## src/sv/pis_pkg.sv

```systemverilog
// Shared types and constants of the pyro igniter sequencer.
// Used by every module of the block; depends on nothing.
package pis_pkg;

  localparam int MAX_CH = 4;
  localparam int IN_W   = 160;
  localparam int OUT_W  = 24;
  localparam int RES_W  = 20;
  localparam int CFG_W  = 23;
  localparam int CIDX_W = 3;

  localparam logic [1:0] FS_OTHER     = 2'd0;
  localparam logic [1:0] FS_STANDING  = 2'd1;
  localparam logic [1:0] FS_FREE_FALL = 2'd2;
  // Not a defined flight state; the sequencer treats it like FS_OTHER.
  localparam logic [1:0] FS_SPARE     = 2'd3;

  typedef enum logic [CIDX_W-1:0] {
    REG_DESCENT_LIM = 3'd0,
    REG_MAIN_HEIGHT = 3'd1,
    REG_PULSE_MS    = 3'd2,
    REG_ADC_DEAD_MS = 3'd3,
    REG_THR_BOTH    = 3'd4,
    REG_THR_FUSE    = 3'd5,
    REG_THR_IGN     = 3'd6
  } cfg_idx_t;

  // Declared from the highest bit down so a cast of the stream word lines up.
  typedef struct packed {
    logic [63:0]        chan_mv_packed;
    logic [15:0]        bat_mv;
    logic               bat_empty;
    logic               adc_valid;
    logic [2:0]         test_channel;
    logic               test_req;
    logic signed [23:0] alt_up;
    logic signed [15:0] vel_up;
    logic [1:0]         flight_state;
    logic [31:0]        time_ms;
  } item_t;

  typedef struct packed {
    logic [7:0] cont_flags;
    logic       cont_publish;
    logic       test_done;
    logic       test_rejected;
    logic       fired_publish;
    logic [3:0] fired_mask;
    logic [3:0] pin_drive;
  } res_t;

  typedef struct packed {
    logic [14:0] descent_limit;
    logic [22:0] main_deploy_height;
    logic [15:0] pulse_ms;
    logic [15:0] adc_dead_ms;
    logic [15:0] thr_both_ok;
    logic [15:0] thr_fuse_only;
    logic [15:0] thr_ign_only;
  } cfg_t;

  // Battery voltage scaled by each continuity threshold.
  typedef struct packed {
    logic [31:0] both_ok;
    logic [31:0] fuse_only;
    logic [31:0] ign_only;
  } prod_t;

endpackage

```

## src/sv/pyro_igniter_sequencer_core.sv

```systemverilog
// Top level of the pyro igniter sequencer: stream ports, configuration
// registers and the three-register item pipeline. Depends on pis_pkg,
// pis_mul and pis_seq.
//
//   channel   dir   signals                     content
//   s_axis    in    s_tvalid s_tready s_tdata   one control tick
//   m_axis    out   m_tvalid m_tready m_tdata   one result per tick
//   cfg       in    cfg_we cfg_idx cfg_wdata    register writes, no read-back
//
// An item passes an input register, a threshold multiply register and the
// result register, one item per cycle sustained while the output is not
// stalled. Sequencer state is read and updated only as an item moves into
// the result register. Reset (rst, synchronous) empties the pipeline,
// clears sequencer state and loads register defaults. A stalled output
// holds the pipeline; the input keeps accepting until every register is full.
module pyro_igniter_sequencer_core
  import pis_pkg::*;
#(
  parameter int CHANNELS = 4
) (
  input  logic              clk,
  input  logic              rst,
  input  logic              s_tvalid,
  output logic              s_tready,
  // time_ms[31:0], flight_state[33:32], vel_up[49:34], alt_up[73:50],
  // test_req[74], test_channel[77:75], adc_valid[78], bat_empty[79],
  // bat_mv[95:80], chan_mv_packed[159:96]
  input  logic [IN_W-1:0]   s_tdata,
  output logic              m_tvalid,
  input  logic              m_tready,
  // pin_drive[3:0], fired_mask[7:4], fired_publish[8], test_rejected[9],
  // test_done[10], cont_publish[11], cont_flags[19:12], zero[23:20]
  output logic [OUT_W-1:0]  m_tdata,
  input  logic              cfg_we,
  input  logic [CIDX_W-1:0] cfg_idx,
  input  logic [CFG_W-1:0]  cfg_wdata
);

  cfg_t  cfg;
  item_t item1, item2;
  prod_t prod;
  res_t  res_comb, res;
  logic  v1, v2;
  logic  out_free, adv2, step;

  assign out_free = !m_tvalid || m_tready;
  assign adv2     = !v2 || out_free;
  assign s_tready = !v1 || adv2;
  assign step     = v2 && out_free;

  always_ff @(posedge clk) begin
    if (rst) begin
      cfg.descent_limit      <= 15'd5000;
      cfg.main_deploy_height <= 23'd3000;
      cfg.pulse_ms           <= 16'd1000;
      cfg.adc_dead_ms        <= 16'd1000;
      cfg.thr_both_ok        <= 16'd16384;
      cfg.thr_fuse_only      <= 16'd32768;
      cfg.thr_ign_only       <= 16'd49152;
    end else if (cfg_we) begin
      case (cfg_idx_t'(cfg_idx))
        REG_DESCENT_LIM: cfg.descent_limit      <= cfg_wdata[14:0];
        REG_MAIN_HEIGHT: cfg.main_deploy_height <= cfg_wdata[22:0];
        REG_PULSE_MS:    cfg.pulse_ms           <= cfg_wdata[15:0];
        REG_ADC_DEAD_MS: cfg.adc_dead_ms        <= cfg_wdata[15:0];
        REG_THR_BOTH:    cfg.thr_both_ok        <= cfg_wdata[15:0];
        REG_THR_FUSE:    cfg.thr_fuse_only      <= cfg_wdata[15:0];
        REG_THR_IGN:     cfg.thr_ign_only       <= cfg_wdata[15:0];
        default: begin
        end
      endcase
    end
  end

  always_ff @(posedge clk) begin
    if (rst) begin
      v1       <= 1'b0;
      v2       <= 1'b0;
      m_tvalid <= 1'b0;
    end else begin
      if (s_tready) v1 <= s_tvalid;
      if (adv2) v2 <= v1;
      if (out_free) m_tvalid <= v2;
    end
  end

  always_ff @(posedge clk) begin
    if (s_tvalid && s_tready) begin
      item1 <= item_t'(s_tdata);
    end
    if (step) begin
      res <= res_comb;
    end
  end

  pis_mul u_mul (
    .clk      (clk),
    .en       (v1 && adv2),
    .item_in  (item1),
    .cfg      (cfg),
    .item_out (item2),
    .prod     (prod)
  );

  pis_seq #(
    .CHANNELS (CHANNELS)
  ) u_seq (
    .clk  (clk),
    .rst  (rst),
    .step (step),
    .item (item2),
    .prod (prod),
    .cfg  (cfg),
    .res  (res_comb)
  );

  assign m_tdata = {(OUT_W - RES_W)'(0), res};

endmodule

```

## src/sv/pis_mul.sv

```systemverilog
// Threshold scaling stage: registers the item together with bat_mv times
// each of the three continuity thresholds. Depends on pis_pkg.
module pis_mul
  import pis_pkg::*;
(
  input  logic  clk,
  input  logic  en,
  input  item_t item_in,
  input  cfg_t  cfg,
  output item_t item_out,
  output prod_t prod
);

  always_ff @(posedge clk) begin
    if (en) begin
      item_out       <= item_in;
      prod.both_ok   <= {16'h0000, item_in.bat_mv} * {16'h0000, cfg.thr_both_ok};
      prod.fuse_only <= {16'h0000, item_in.bat_mv} * {16'h0000, cfg.thr_fuse_only};
      prod.ign_only  <= {16'h0000, item_in.bat_mv} * {16'h0000, cfg.thr_ign_only};
    end
  end

endmodule

```

## src/sv/pis_cont.sv

```systemverilog
// Continuity classifier: compares each channel's sense voltage against the
// battery-scaled thresholds. Combinational; depends on pis_pkg.
module pis_cont
  import pis_pkg::*;
#(
  parameter int CHANNELS = 4
) (
  input  logic [63:0]       chan_mv,
  input  prod_t             prod,
  input  logic [MAX_CH-1:0] drive,
  input  logic              bat_empty,
  output logic [7:0]        flags
);

  always_comb begin
    logic [31:0] v;
    logic [1:0]  f;
    flags = '0;
    for (int i = 0; i < CHANNELS; i++) begin
      v = {chan_mv[16*i +: 16], 16'h0000};
      if (v < prod.both_ok)        f = 2'd3;
      else if (v < prod.fuse_only) f = 2'd2;
      else if (v < prod.ign_only)  f = 2'd1;
      else                         f = 2'd0;
      // A driven channel or an empty battery reads as nothing connected.
      if (bat_empty || drive[i]) f = 2'd0;
      flags[2*i +: 2] = f;
    end
  end

endmodule

```

## src/sv/pis_seq.sv

```systemverilog
// Sequencer state and per-tick logic: flight firing, test requests, pulse
// ends, fired status and continuity timing. Depends on pis_pkg, pis_cont.
module pis_seq
  import pis_pkg::*;
#(
  parameter int CHANNELS = 4
) (
  input  logic  clk,
  input  logic  rst,
  input  logic  step,
  input  item_t item,
  input  prod_t prod,
  input  cfg_t  cfg,
  output res_t  res
);

  localparam int IDX_W = (CHANNELS > 1) ? $clog2(CHANNELS) : 1;

  logic [CHANNELS-1:0] fired, finished;
  logic [31:0]         fire_time [CHANNELS];
  logic                apogee_seen;
  logic                test_active;
  logic [IDX_W-1:0]    test_index;
  logic [31:0]         last_cont_time;

  logic [CHANNELS-1:0] fire_fl, fired_a, test_hit, test_fire, fire_now, fired_b;
  logic [CHANNELS-1:0] expired, is_test, done_ch, fin_ch, fired_next, finished_next;
  logic [CHANNELS-1:0] drive;
  logic [31:0]         elapsed [CHANNELS];
  logic                free_fall, standing, vel_low, alt_low;
  logic signed [16:0]  vel_ext, lim_ext;
  logic                test_go, active_b, test_active_next;
  logic [IDX_W-1:0]    req_idx, index_b;
  logic                cont_pub;
  logic [31:0]         last_cont_time_next;
  logic [7:0]          cont_flags;

  assign free_fall = item.flight_state == FS_FREE_FALL;
  assign standing  = item.flight_state == FS_STANDING;
  assign vel_ext   = {item.vel_up[15], item.vel_up};
  assign lim_ext   = 17'sd0 - $signed({2'b00, cfg.descent_limit});
  assign vel_low   = vel_ext <= lim_ext;
  assign alt_low   = item.alt_up <= $signed({1'b0, cfg.main_deploy_height});
  assign req_idx   = IDX_W'(item.test_channel - 3'd1);

  always_comb begin
    fire_fl    = '0;
    fire_fl[0] = free_fall && !apogee_seen && !fired[0] && !finished[0];
    fire_fl[1] = free_fall && !fired[1] && !finished[1] && (vel_low || alt_low);
    fired_a    = fired | fire_fl;
    for (int i = 0; i < CHANNELS; i++) begin
      test_hit[i] = item.test_channel == 3'(i + 1);
    end
    test_go   = item.test_req && standing && !test_active && (|test_hit) &&
                !(|(test_hit & (fired_a | finished)));
    test_fire = test_go ? test_hit : '0;
    fire_now  = fire_fl | test_fire;
    fired_b   = fired | fire_now;
    active_b  = test_active || test_go;
    index_b   = test_go ? req_idx : test_index;
    for (int i = 0; i < CHANNELS; i++) begin
      // A channel fired on this tick has no time elapsed yet.
      elapsed[i] = fire_now[i] ? 32'd0 : item.time_ms - fire_time[i];
      expired[i] = fired_b[i] && !finished[i] && (elapsed[i] >= {16'h0000, cfg.pulse_ms});
      is_test[i] = active_b && (index_b == IDX_W'(i));
    end
    done_ch          = expired & is_test;
    fin_ch           = expired & ~is_test;
    fired_next       = fired_b & ~done_ch;
    finished_next    = finished | fin_ch;
    test_active_next = active_b && !(|done_ch);
    drive            = fired_next & ~finished_next;
  end

  pis_cont #(
    .CHANNELS (CHANNELS)
  ) u_cont (
    .chan_mv   (item.chan_mv_packed),
    .prod      (prod),
    .drive     (MAX_CH'(drive)),
    .bat_empty (item.bat_empty),
    .flags     (cont_flags)
  );

  always_comb begin
    if (item.adc_valid) begin
      cont_pub = 1'b1;
    end else begin
      cont_pub = (item.time_ms - last_cont_time) >= {16'h0000, cfg.adc_dead_ms};
    end
    last_cont_time_next = cont_pub ? item.time_ms : last_cont_time;
  end

  always_comb begin
    res.pin_drive     = MAX_CH'(drive);
    res.fired_publish = (|fire_now) || (|done_ch);
    res.fired_mask    = res.fired_publish ? MAX_CH'(fired_next) : '0;
    res.test_rejected = item.test_req && !test_go;
    res.test_done     = |done_ch;
    res.cont_publish  = cont_pub;
    res.cont_flags    = item.adc_valid ? cont_flags : 8'h00;
  end

  always_ff @(posedge clk) begin
    if (rst) begin
      fired          <= '0;
      finished       <= '0;
      apogee_seen    <= 1'b0;
      test_active    <= 1'b0;
      test_index     <= '0;
      last_cont_time <= '0;
    end else if (step) begin
      fired          <= fired_next;
      finished       <= finished_next;
      apogee_seen    <= apogee_seen || free_fall;
      test_active    <= test_active_next;
      test_index     <= index_b;
      last_cont_time <= last_cont_time_next;
    end
  end

  always_ff @(posedge clk) begin
    for (int i = 0; i < CHANNELS; i++) begin
      if (rst) begin
        fire_time[i] <= '0;
      end else if (step && fire_now[i]) begin
        fire_time[i] <= item.time_ms;
      end
    end
  end

endmodule

```

## config.mk

```make
export PLATFORM = sky130hd
export DESIGN_NAME = pyro_igniter_sequencer_core
export DESIGN_NICKNAME = d
export VERILOG_FILES = /design/src/sv/pis_pkg.sv /design/src/sv/pyro_igniter_sequencer_core.sv /design/src/sv/pis_mul.sv /design/src/sv/pis_cont.sv /design/src/sv/pis_seq.sv
export SDC_FILE = /design/constraint.sdc
export NUM_CORES = 2
export LEC_CHECK = 0
export ABC_AREA = 1
export BUFFER_PORTS_ARGS = -buffer_cell sky130_fd_sc_hd__buf_2
export CELL_PAD_IN_SITES_DETAIL_PLACEMENT = 1
export CELL_PAD_IN_SITES_GLOBAL_PLACEMENT = 1
export CORE_MARGIN = 1.5
export CORE_UTILIZATION = 41
export CTS_BUF_LIST = sky130_fd_sc_hd__clkbuf_2 sky130_fd_sc_hd__clkbuf_4 sky130_fd_sc_hd__clkbuf_8
export DETAILED_ROUTE_END_ITERATION = 8
export HOLD_SLACK_MARGIN = 0.15
export PLACE_DENSITY_LB_ADDON = 0.1
export SKIP_CTS_REPAIR_TIMING = 1
export SYNTH_ARGS = -nofsm -noshare
export SYNTH_HDL_FRONTEND = slang
export SYNTH_SLANG_ARGS = --single-unit
export TNS_END_PERCENT = 30
```

## constraint.sdc

```tcl
create_clock -name clk -period 6.65 [get_ports clk]
set_input_delay 0 -clock clk [delete_from_list [all_inputs] [get_ports clk]]
set_output_delay 0 -clock clk [all_outputs]
set_load 0.01 [all_outputs]
```

==> results summary <==
The most common library cell in the layout ignoring fill and taps is sky130_fd_sc_hd__nand2_1. The number of iterations in the first detailed-routing pass came out at 6. The required time of the critical path came out at 7300 ps.

The number of pins exceeding their max-slew limit in the final report is 0. The average wire per standard cell is 22.1 microns. The category of the critical setup timing path is flip-flop to flip-flop. The worst reg2reg path endpoint is u_mul.prod[61].

The worst hold slack after final layout is around 190 ps. The number of nets still failing antenna checks after routing came out at 0. TritonCTS built the clock tree.

In the final layout, the share of cells above drive strength 1 is under 10%. Once layout is complete, the cells apart from fillers number approximately 11000. The HPWL after detailed placement is 191000 microns. After layout, the worst path uses between 90% and 100% of the clock period. The average instance in the mapped netlist occupies a little over 8 sq um. The setup slack of the worst register-to-register path came out at between 200 and 300 ps. At the pin with the least slew margin, the transition time is between 1000 and 1500 ps.

The worst-case IR drop observed on VDD is around 0.00018 V. Port buffering added between 200 and 250 buffers. The xor and xnor fraction of the mapped netlist area came out at under 10%. The data arrival at the endpoint of the critical path came out at ~7000 ps. The startpoint of the worst-slack reg-to-reg timing path is item1[89].

After Yosys synthesis, full adders, half adders and majority gates account for between 30% and 40% of the synthesized area. The via count of the first global-routing pass came out at roughly 60000. Of all nets on the critical path, the largest fanout is 16. The cell sitting at the root of the clock tree is a sky130_fd_sc_hd__clkbuf_8. The post-synthesis mux area share came out at 0%. For this block, the routed nets add up to approximately 250000 microns of wire.

The clock-pin slew on the worst setup and hold paths is about 60 ps. The instance area at placement is ~0.072 sq mm. Dividing total power by cell area gives a power density of just under 200 mW/mm^2. The initial cell density of the core came out at just over 40%.

The main combinational cell family by area after synthesis is adder cells. The die span in y came out at slightly above 400 microns. The startpoint identified for the worst hold timing path is rst. From synthesis to final layout, the design area changed by 16.7%. The area of all placed cells without fillers is approximately 0.08 sq mm. The hold path depth is 3. The number of register bits inferred by synthesis came out at approximately 710. In the layout the commonest cells are sky130_fd_sc_hd__nand2_1, sky130_fd_sc_hd__inv_1, sky130_fd_sc_hd__ha_1. The width of the die is between 400 and 500 microns. The kind of launch point of the worst setup path is a flip-flop.

The total CTS buffers came out at between 100 and 150. The synthesized netlist devotes between 7 and 8% of its cell area to compound gates. The clock skew after layout is roughly 70 ps.

The area of the placeable core is approximately 0.16 sq mm. Setup violations remaining at the end of the flow were counted as 0. The initial antenna violation count came out at 15.

The die outline area came out at around 0.17 sq mm. The I/O pin total is 217. The flow ran to the end, and the final reports show no timing, DRC or antenna violations. The hold violation total from the final report is 0.

The number of placement rows came out at 149. The total via count in the routed design is approximately 58000. After synthesis the cells add up to between 0.06 and 0.07 sq mm. The number of design-rule violations left by the first detailed-router iteration is approximately 3500. The level count of the clock H-tree is 4. The yosys synthesis warning count is 0. The later pin in the worst-skew pair is clocked with a latency of roughly 940 ps.

The overall power after layout came out at ~15 mW. The leftover overflow at the end of global routing came out at 0. The number of library cell types mapped by synthesis came out at 56. The global-route wire length before repair came out at ~360000 microns. Max-cap violations in this run came to 0.

Timing would allow up to around 0.16 GHz. The most used flip-flop cell after synthesis is sky130_fd_sc_hd__edfxtp_1. The worst-case clock buffer depth is 3.

The number of clock sinks came out at just over 700. The share of async-settable or async-resettable flops after synthesis came out at 0%. The number of flops mapped to enable cells by yosys is 548. The static leakage power came out at between 40 and 50 nW. The maximum number of pins on one net before global-route repair is 123.

The relative max-transition margin is between 30% and 40%. The routability congestion estimate from global placement came out at between 0.9 and 1. The all-layer global routing usage came out at between 20% and 30%.

The remaining routing DRC violations came out at 0. In the routed layout, each cell is associated on average with a via count of approximately 5.1. The final layout contains 10500 nets. Summing the sequential cell areas from Yosys gives approximately 29% of the chip area. The worst path in the final design needs a cycle of between 6000 and 7000 ps, including I/O delays and setup.

The fill cell total of the finished layout came out at about 20000. For hold timing, the worst endpoint is u_seq.finished[1]. The synthesized instance count came out at about 8300. The number of placed instances, taps included, is 10600. The synthesized-area fraction occupied by and/or/nand/nor cells is 18.2%. The type of the tightest min-delay check is primary input to flip-flop. The number of cells on the worst reg-to-reg path is 25.

The sort of element at the end of the critical path is a flip-flop.
kinds of logic (layout without fill, tap and decap cells):
group | Yosys count | count (layout)
compound gates | 919 | 919
xor+xnor | 185 | 185
fa+ha+maj | 1370 | 1370
buf+inv | 2022 | 2804
flops | 713 | 713
other cells | 1 | 16
simple gates | 3055 | 3055
report_power, final:
part	internal, mW	switching (mW)	total, mW
sequential	5.15	0.239	5.39
combinational	1.89	3.19	5.07
clock	2.60	2.33	4.93
total	9.63	5.76	15.4
stage by stage:
step | setup TNS, ps | utilization [%] | setup WS, ps
finish | 0 | 48.1 | 295
CTS | -148 | 45.7 | -64.7
floorplan | 0 | - | 432
global route | -40.6 | 48.1 | -25.9
detailed placement | -140 | 43.9 | -57.1
global placement | 0 | 43.9 | 112
final cells by class:
type	count	area (sq um)	area share, %
Antenna cell	12	30.0	0.0379
Clock buffer	186	2340	2.95
Clock inverter	72	661	0.833
Inverter	1776	6690	8.43
Multi-Input combinational cell	5533	40700	51.3
Sequential cell	713	19800	24.9
Tap cell	2189	2740	3.45
Timing Repair Buffer	770	6410	8.09
flip-flops by register name, summed over array words and instances (netlist names), 2 cells and up:
signal / cells
u_seq.fired: 4
u_mul.prod: 96
u_mul.item_out: 144
u_seq.fire_time: 128
m_tdata: 20
u_seq.finished: 4
u_seq.test_index: 2
u_seq.last_cont_time: 32
cfg: 118
item1: 160
synth_stat cells (4+ instances only):
cell                        instances  share of area (%)
sky130_fd_sc_hd__nand2_1         1959                 11
sky130_fd_sc_hd__inv_1           1770                9.8
sky130_fd_sc_hd__ha_1             783                 14
sky130_fd_sc_hd__nor2_1           642                3.5
sky130_fd_sc_hd__fa_1             587                 17
sky130_fd_sc_hd__edfxtp_1         548                 24
sky130_fd_sc_hd__a21oi_1          469                3.5
sky130_fd_sc_hd__o21ai_0          250                1.8
sky130_fd_sc_hd__nand3_1          218                1.6
sky130_fd_sc_hd__clkbuf_1         214                1.2
sky130_fd_sc_hd__dfxtp_1          165                4.9
sky130_fd_sc_hd__xor2_1           117                1.5
sky130_fd_sc_hd__nand4_1          100               0.92
sky130_fd_sc_hd__xnor2_1           68               0.88
sky130_fd_sc_hd__nor3_1            58               0.43
sky130_fd_sc_hd__a21o_1            29               0.32
sky130_fd_sc_hd__o21bai_1          27               0.30
sky130_fd_sc_hd__o211ai_1          26               0.29
sky130_fd_sc_hd__a211oi_1          22               0.24
sky130_fd_sc_hd__buf_1             22               0.12
sky130_fd_sc_hd__nand3b_1          20               0.22
sky130_fd_sc_hd__o21a_1            17               0.19
sky130_fd_sc_hd__o21ai_1           16               0.12
sky130_fd_sc_hd__nor4_1            15               0.14
sky130_fd_sc_hd__a31oi_1           13               0.12
sky130_fd_sc_hd__a21boi_0          12               0.13
sky130_fd_sc_hd__o221ai_1          12               0.15
sky130_fd_sc_hd__nand3_2           10               0.15
sky130_fd_sc_hd__or2_2             10              0.092
sky130_fd_sc_hd__and2_1             9              0.083
sky130_fd_sc_hd__o2111ai_1          8               0.10
sky130_fd_sc_hd__buf_4              4              0.044
sky130_fd_sc_hd__inv_2              4              0.022
worst max path at each step:
stage	from	to	slack, ps	depth (start not counted)
2_1_floorplan	item1[81]	u_mul.prod[61]	430	26
3_3_place_gp	item1[89]	u_mul.prod[31]	110	22
3_5_place_dp	item1[89]	u_mul.prod[31]	-60	21
4_1_cts	item1[89]	u_mul.prod[31]	-60	21
5_1_grt	cfg[103]	m_tdata[7]	-30	39
6_report	item1[89]	u_mul.prod[61]	290	25
worst max-delay path, cell delays in order (launching register included):
cell and delay, ps:
sky130_fd_sc_hd__edfxtp_1 330, sky130_fd_sc_hd__buf_4 170, sky130_fd_sc_hd__buf_4 140, sky130_fd_sc_hd__buf_12 140, sky130_fd_sc_hd__nand2_1 90, sky130_fd_sc_hd__fa_1 560
sky130_fd_sc_hd__inv_1 50, sky130_fd_sc_hd__fa_1 460, sky130_fd_sc_hd__fa_1 500, sky130_fd_sc_hd__fa_1 490, sky130_fd_sc_hd__inv_1 50, sky130_fd_sc_hd__fa_1 520
sky130_fd_sc_hd__inv_1 50, sky130_fd_sc_hd__fa_1 480, sky130_fd_sc_hd__ha_1 330, sky130_fd_sc_hd__a21oi_1 70, sky130_fd_sc_hd__a21boi_0 130, sky130_fd_sc_hd__buf_4 170
sky130_fd_sc_hd__o21ai_2 180, sky130_fd_sc_hd__a21oi_1 130, sky130_fd_sc_hd__o21bai_1 270, sky130_fd_sc_hd__a21oi_1 150, sky130_fd_sc_hd__o21ai_0 300, sky130_fd_sc_hd__nand3_1 140
sky130_fd_sc_hd__nand3_1 110, sky130_fd_sc_hd__nand2_1 80
per-layer routing:
layer  GRT usage [%]  share of wire, %  vias to the layer above
met5               0             0.010                        -
met4            11.0               4.0                        4
met3            3.90               4.4                      414
met2            49.7                50                     1284
met1            35.3                41                    28900
li1                -                 -                    27300
(Power assumes the default switching activity.)
